### config.mk
export PLATFORM = sky130hd
export DESIGN_NAME = pib_ctrl
export DESIGN_NICKNAME = d
export VERILOG_FILES = /design/src/rtl/pib_pkg.sv /design/src/rtl/pib_ctrl.sv
export SDC_FILE = /design/constraint.sdc
export NUM_CORES = 1
export LEC_CHECK = 0
export ABC_CLOCK_PERIOD_IN_PS = 1000
export BUFFER_PORTS_ARGS = -buffer_cell sky130_fd_sc_hd__buf_2
export CORE_AREA = 2 2 39 41
export CTS_BUF_LIST = sky130_fd_sc_hd__clkbuf_2 sky130_fd_sc_hd__clkbuf_4 sky130_fd_sc_hd__clkbuf_8
export DETAILED_ROUTE_END_ITERATION = 10
export DIE_AREA = 0 0 41 43
export PLACE_DENSITY_LB_ADDON = 0.25
export SLEW_MARGIN = 20
export SYNTH_ARGS = -nofsm -noshare
export SYNTH_HDL_FRONTEND = slang
export SYNTH_SLANG_ARGS = --single-unit
export TNS_END_PERCENT = 1
### constraint.sdc
create_clock -name clk -period 1 [get_ports clk]
set_clock_uncertainty 0.05 [all_clocks]
set_input_delay 0.1 -clock clk [delete_from_list [all_inputs] [get_ports clk]]
set_output_delay 0.1 -clock clk [all_outputs]
set_load 0.03 [all_outputs]
### src/rtl/pib_pkg.sv
// ----------------------------------------------------------------------------
// pib_pkg
// Shared types, constants and helpers for the palette index builder.
// ----------------------------------------------------------------------------
package pib_pkg;

  localparam int PALETTE_DEPTH = 256;
  localparam int POSITION_BITS = 16;
  localparam int IDX_W         = $clog2(PALETTE_DEPTH);
  localparam int CNT_W         = $clog2(PALETTE_DEPTH + 1);
  localparam int CFG_IDX_W     = 4;
  localparam int CFG_DATA_W    = 9;

  localparam logic [CFG_IDX_W-1:0] REG_ALPHA_CLIP  = CFG_IDX_W'(0);
  localparam logic [CFG_IDX_W-1:0] REG_PIXEL_BYTES = CFG_IDX_W'(1);

  localparam logic [1:0] ST_FOUND = 2'd0;
  localparam logic [1:0] ST_ADDED = 2'd1;
  localparam logic [1:0] ST_FULL  = 2'd2;
  localparam logic [1:0] ST_SKIP  = 2'd3;

  localparam logic [31:0] OPAQUE_BLACK = 32'hFF00_0000;

  typedef struct packed {
    logic [31:0]              pixel_word;
    logic [POSITION_BITS-1:0] position;
    logic                     start_chunk;
  } pib_pixel_t;

  typedef struct packed {
    logic [7:0]               palette_index;
    logic [POSITION_BITS-1:0] position_out;
    logic [1:0]               status;
    logic [31:0]              new_color;
  } pib_result_t;

  typedef struct packed {
    logic       load;
    logic       scan_clear;
    logic       scan_issue;
    logic       set_result;
    logic [1:0] res_status;
    logic       emit;
  } pib_cmd_t;

  typedef struct packed {
    logic failed;
    logic hit;
    logic more;
    logic full;
    logic out_busy;
  } pib_stat_t;

  function automatic logic [31:0] byte_mask(input logic [2:0] n);
    logic [31:0] m;
    case (n)
      3'd0:    m = 32'h0000_0000;
      3'd1:    m = 32'h0000_00FF;
      3'd2:    m = 32'h0000_FFFF;
      3'd3:    m = 32'h00FF_FFFF;
      default: m = 32'hFFFF_FFFF;
    endcase
    return m;
  endfunction

endpackage

### src/rtl/pib_ctrl.sv
// ----------------------------------------------------------------------------
// pib_ctrl
// Sequencer: accepts a pixel, walks the palette, settles the result.
// ----------------------------------------------------------------------------
module pib_ctrl import pib_pkg::*; (
  input  logic      clk,
  input  logic      rst,
  input  logic      pixel_valid,
  output logic      pixel_stall,
  input  pib_stat_t stat,
  output pib_cmd_t  cmd
);

  localparam logic [1:0] S_IDLE   = 2'd0;
  localparam logic [1:0] S_SCAN   = 2'd1;
  localparam logic [1:0] S_FINISH = 2'd2;

  logic [1:0] state;
  logic [1:0] state_next;

  assign pixel_stall = state != S_IDLE;

  always_comb begin
    cmd        = '0;
    state_next = state;
    unique case (state)
      S_IDLE: begin
        if (pixel_valid) begin
          cmd.load       = 1'b1;
          cmd.scan_clear = 1'b1;
          state_next     = S_SCAN;
        end
      end
      S_SCAN: begin
        if (stat.failed) begin
          cmd.set_result = 1'b1;
          cmd.res_status = ST_SKIP;
          state_next     = S_FINISH;
        end else if (stat.hit) begin
          cmd.set_result = 1'b1;
          cmd.res_status = ST_FOUND;
          state_next     = S_FINISH;
        end else if (stat.more) begin
          cmd.scan_issue = 1'b1;
        end else begin
          cmd.set_result = 1'b1;
          cmd.res_status = stat.full ? ST_FULL : ST_ADDED;
          state_next     = S_FINISH;
        end
      end
      S_FINISH: begin
        if (!stat.out_busy) begin
          cmd.emit   = 1'b1;
          state_next = S_IDLE;
        end
      end
      default: state_next = S_IDLE;
    endcase
  end

  always_ff @(posedge clk) begin
    if (rst) begin
      state <= S_IDLE;
    end else begin
      state <= state_next;
    end
  end

endmodule

* Yosys cells after proc, flatten, opt, wreduce, memory -nomap -nowiden
Cells that the tools add are included.
** Word-level totals
- Flip-flop bits (word level) :: 2
- Bits of input ports :: 8
- Output and inout port bits :: 8
- Word-level logic and storage cells :: 27
** Operators by class
- Equality and inequality tests :: 5
- Mux-type cells :: 18
- Reduce and logical (&&, ||, !) cells :: 3
** Operators with widths (number)
- $mux 2 :: 8
- $mux 3 :: 3
- $pmux 2 s3 :: 1
- $mux 1 :: 5
- $mux 4 :: 1
- $ne 2x2->1 const B :: 2
- $ne 4x4->1 const B :: 1
- $reduce_and 3->1 :: 1
- $eq 2x1->1 const B :: 1
- $eq 2x2->1 const B :: 1
- $logic_not 2->1 :: 1
- $reduce_bool 2->1 :: 1

* Longest topological paths before layout
Gate-level depths: netlist of the first run.
- Word-level depth :: 5
- Depth in mapped cells :: 3
- Gate-level depth less buffers :: 2

* Worst setup path after synthesis of the first run
Ideal clock, no wire load.
- Kind :: register -> output
- Start :: reg state[1]
- End :: out cmd[6] (netlist name)
- Arrival time :: 1.435 ns
- Setup slack :: -0.585 ns
- Stages on the path, launching flop included :: 4
- Path through :: dfxtp_1 > or2_2 > nor2_1 > buf_4
** RTL lines
- start: declaration :: line pib_ctrl.sv:18 : logic [1:0] state;
- start signal: assignment :: line pib_ctrl.sv:65 : state <= state_next;
- end: declaration :: line pib_ctrl.sv:11 : output pib_cmd_t cmd

==> results_dict.tcl, run 1 <==
set metrics [dict create \
    ios 16 \
    crit_path_end_kind "primary output" \
    yosysMostFrequentCell "nor2_1" \
    pwr-share-comb_pct 39.4 \
    grt_max_degree 6 \
    fin_total_pwr_uw 452 \
    ys_warn_count 0 \
    syn-num-nets 30 \
    drcViolationCount 0 \
    clock-sinks 2 \
    maxCapViolations 0 \
    slew_viol_final 0 \
    max_freq_mhz 833 \
    dieArea_um2 1760 \
    clockBufferDepth 2 \
    start_kind "flip-flop" \
    rsz0062_at_grt "yes" \
    tightest_slew_ps 229 \
    multi_input_area_um2 144 \
    slew_headroom_pct 84.6 \
    die_height_um 43 \
    power.internal_uw 303 \
    synth_area_leader_cell "dfxtp_1" \
    hold_viol 0 \
    drive_gt1_share_pct 76.7 \
    cp_max_fo 4 \
    synth-seq-cells 2 \
    ys_async_sr_fraction_pct 0 \
    ctsHoldBuffers 0 \
    fin_area_um2 380 \
    fill_cells 154 \
    synthCells 22 \
    status "finished with violations" \
    sw_frac_of_total_pct 32.8 \
    netlist_top_cells_area "dfxtp_1 24%, nand2b_1 11%, nor2_1 9.1%, nor3b_2 7.6%, a21oi_1 6.1%" \
    seqCellArea_um2 45.0 \
    first_iter_violations 3 \
    grt_pass1_wl_um 800 \
    yosysSeqAreaShare_pct 24.2 \
    final_nets 53 \
    port_buffers 15 \
    reg_top3 "state x2" \
    start_util_pct 11.9 \
    hp-class "in -> reg" \
    largest_register_ff_count 2 \
    drtPass1Iterations 3 \
    seqPwrFrac_pct 20.6 \
    diodes 0 \
    p_leak_uw 0.000177 \
    cts_tree "yes" \
    synth_commonest_cells "4 x nor2_1, 3 x nand2b_1, 2 x a21oi_1, 2 x dfxtp_1, 2 x inv_1" \
    clk_pin_slew_ps 30 \
    worstSetupPathType "reg -> out" \
    synth.avg_cell_area_um2 7.51 \
    critPathRequiredTime_ps 850 \
    cts_buffers 3 \
    antenna_found_initial 0 \
    grt_usage_pct 7.41 \
    die_w_um 41 \
    wl_per_cell_um 8.39 \
    rows 14 \
    tns_ps -1210 \
    fin_util_pct 27.5 \
    ir_worst_vdd_uv 373 \
    synthToLayoutAreaGrowth_pct 130 \
    arrival_ps 1050 \
    grt_pass1_vias 199 \
    core_area_um2 1380 \
    synth_top_area_share_pct 24.2 \
    h-tree-depth 1 \
    gp_congestion 0.623 \
    p_sw_uw 148 \
    clkPwrFrac_pct 40.0 \
    syn-cell-area_um2 165 \
    fin_ws_ps -200 \
    period_share_pct 120 \
    min_period_ps 1200 \
    setup_viol 8 \
    overflow 0 \
    synth_edf_count 0 \
    synth_cell_type_count 14 \
    post_dp_cell_area_um2 287 \
    root_buffer "clkbuf_4" \
    finalWirelength_um 495 \
    clk_latency_ps 230 \
    pre_cts_ws_ps -70.7 \
    ant_nets 0 \
    largest_register "state" \
    viasPerCell 4.00 \
    route.vias.total 236 \
    ys.flop_type "dfxtp_1" \
    power_density_nw_per_um2 1190 \
    violations "setup timing" \
]
## worst max-delay path: stages (launching register included)
cell     delay (ps)
dfxtp_4         350
or2_4           240
nor2_4          100
buf_6           140
## final timing paths
kind / slack [ps] / start / depth (start not counted) / to
worst max register to register: 50 / state[0]$_SDFFE_PP0P_ / 3 / state[0]$_SDFFE_PP0P_
worst max-delay path: -200 / state[0]$_SDFFE_PP0P_ / 3 / cmd[6]
worst min-delay path: 70 / rst / 2 / state[1]$_SDFFE_PP0P_
worst min register to register: 500 / state[1]$_SDFFE_PP0P_ / 2 / state[1]$_SDFFE_PP0P_
## stage by stage
stage	hold WS, ps	instances
2_1_floorplan	170	22
3_3_place_gp	312	55
3_5_place_dp	304	55
4_1_cts	51.3	59
5_1_grt	71.9	59
6_report	71.4	59
## cells by family (layout without fill, tap and decap cells)
logic type,Yosys count,in the layout,synth area share [%]
buf+inv,3,24,9.09
flops,2,2,24.2
compound gates,4,4,16.7
simple gates,13,13,50.0
## cell usage in the layout (no fill, tap or decap), drive strengths merged
master | netlist | layout
buf | 1 | 19
or3 | 1 | 1
nor4b | 1 | 1
or3b | 1 | 1
nor3b | 1 | 1
nor2b | 1 | 1
nor2 | 4 | 4
a31o | 1 | 1
a21oi | 2 | 2
dfxtp | 2 | 2
nand2b | 3 | 3
or2 | 1 | 1
clkbuf | 0 | 3
inv | 2 | 2
o32ai | 1 | 1
## power by group through the flow
stage | sequential (uW) | clock (uW) | combinational [uW]
6_report | 93.2 | 181 | 178
5_1_grt | 94.6 | 206 | 191
4_1_cts | 92.8 | 192 | 173
3_5_place_dp | 93.4 | 0 | 141
2_1_floorplan | 92.6 | 0 | 98.7
3_3_place_gp | 93.8 | 0 | 141
## area by class of cell
type	count	share of cell area, %
timing repair buffer	19	37.2
sequential	2	11.8
clock buffer	3	5.92
multi-input combinational	17	37.8
tap	16	5.26
inverter	2	1.97
## routing by layer
layer | wire length [um] | track usage, % | up-vias
met5 | 0 | 0 | -
met3 | 76 | 6.28 | 0
met4 | 0 | 6.00 | 0
li1 | - | - | 117
met2 | 217 | 8.44 | 19
met1 | 200 | 8.28 | 100
## repair_timing
item,CTS,global route
buffers inserted,1,0
hold endpoints to repair,0,0
pin swaps,3,0
endpoints found under the setup margin,8,9
cloned,0,0
resized for setup,17,3
No activity file was read; power rests on OpenSTA's default activity.
==> run 2, diff against run 1 <==
- REMOVE_ABC_BUFFERS: default -> 1
==> results_dict.tcl, run 2 (same netlist as run 1, synthesis figures left out) <==
set metrics [dict create \
    maxCapViolations 0 \
    start_util_pct 11.9 \
    start_kind "flip-flop" \
    cts_buffers 3 \
    status "finished with violations" \
    grt_max_degree 6 \
    antenna_found_initial 0 \
    drive_gt1_share_pct 82.2 \
    ios 16 \
    viasPerCell 3.92 \
    fill_cells 148 \
    clock-sinks 2 \
    gp_congestion 0.687 \
    core_area_um2 1380 \
    die_height_um 43 \
    p_leak_uw 0.000193 \
    port_buffers 15 \
    hold_viol 0 \
    largest_register_ff_count 2 \
    period_share_pct 118 \
    hp-class "in -> reg" \
    crit_path_end_kind "primary output" \
    layout_commonest_cell "buf_2" \
    ir_worst_vdd_uv 657 \
    fin_util_pct 30.4 \
    seqCellArea_um2 42.5 \
    reg_top3 "state x2" \
    overflow 0 \
    setup_viol 8 \
    power_density_nw_per_um2 1110 \
    clk_pin_slew_ps 30 \
    pre_cts_ws_ps -70.1 \
    dp_cells 56 \
    drcViolationCount 0 \
    rows 14 \
    violations "setup timing" \
    rsz0062_at_grt "yes" \
    dieArea_um2 1760 \
    die_w_um 41 \
    h-tree-depth 1 \
    dp_hpwl_um 373 \
    worstSetupPathType "reg -> out" \
    drtPass1Iterations 1 \
    final_cell_mix "8 x buf_2, 7 x buf_6, 6 x buf_4" \
    diodes 0 \
    wl_per_cell_um 8.85 \
    route.vias.total 239 \
    root_buffer "clkbuf_4" \
    slew_viol_final 0 \
    fin_cells 61 \
    min_period_ps 1180 \
    final_nets 55 \
    tightest_slew_ps 204 \
    grt_pass1_wl_um 807 \
    ant_nets 0 \
    slew_headroom_pct 86.4 \
    clk_latency_ps 220 \
    fin_ws_ps -184 \
    critPathRequiredTime_ps 850 \
    first_iter_violations 0 \
    cp_max_fo 3 \
    multi_input_area_um2 164 \
    ctsHoldBuffers 0 \
    grt_usage_pct 7.21 \
    fin_total_pwr_uw 468 \
    holdWs_ps 99.3 \
    cts_tree "yes" \
    grt_pass1_vias 216 \
    synthToLayoutAreaGrowth_pct 155 \
    largest_register "state" \
    max_freq_mhz 844 \
    clockBufferDepth 2 \
    arrival_ps 1030 \
    finalWirelength_um 540 \
]
[run 2: what timing repair did]
item / 4_1_cts / 5_1_grt
endpoints found under the hold margin: 0 / 0
pin swaps: 2 / 2
gates resized for setup: 21 / 6
endpoints found under the setup margin: 8 / 10
setup buffers: 1 / 1
[run 2: area by class of cell]
type	count	share of cell area (%)
Tap cell	16	4.76
Sequential cell	2	10.1
Inverter	2	1.79
Clock buffer	3	5.36
Timing Repair Buffer	21	39.0
Multi-Input combinational cell	17	39.0
[run 2: stage by stage]
step                      setup TNS, ps  cell area, um^2
after floorplan                   -1840              158
after global placement             -320              283
after detailed placement           -311              283
after CTS                         -1360              384
after global routing              -1650              420
final                             -1250              420
[run 2: critical path, stage by stage, from the launching register on]
cell and delay [ps]:
dfxtp_2 310, or2_4 260, nor2_4 100, buf_6 140
[run 2: path summary, 6_finish.rpt]
| path | startpoint | end | slack (ps) | cells past startpoint |
|---|---|---|---|---|
| setup / recovery | state[1]$_SDFFE_PP0P_ | cmd[5] | -180 | 3 |
| hold reg to reg | state[0]$_SDFFE_PP0P_ | state[0]$_SDFFE_PP0P_ | 560 | 2 |
| hold / removal | rst | state[1]$_SDFFE_PP0P_ | 100 | 2 |
| setup reg to reg | state[0]$_SDFFE_PP0P_ | state[1]$_SDFFE_PP0P_ | 20 | 4 |
[run 2: power breakdown]
part	internal, uW	leakage [uW]	switching [uW]
Combinational	99.2	0.000162	104
Clock	132	0.0000138	40.7
Sequential	87.3	0.0000172	5.35
[run 2: per-layer routing]
layer / vias to the layer above / wire length, um / global-route usage [%]
met5: - / 0 / 0
met2: 9 / 280 / 11.9
met3: 0 / 49 / 4.71
li1: 121 / - / -
met4: 0 / 0 / 4.00
met1: 109 / 209 / 6.07
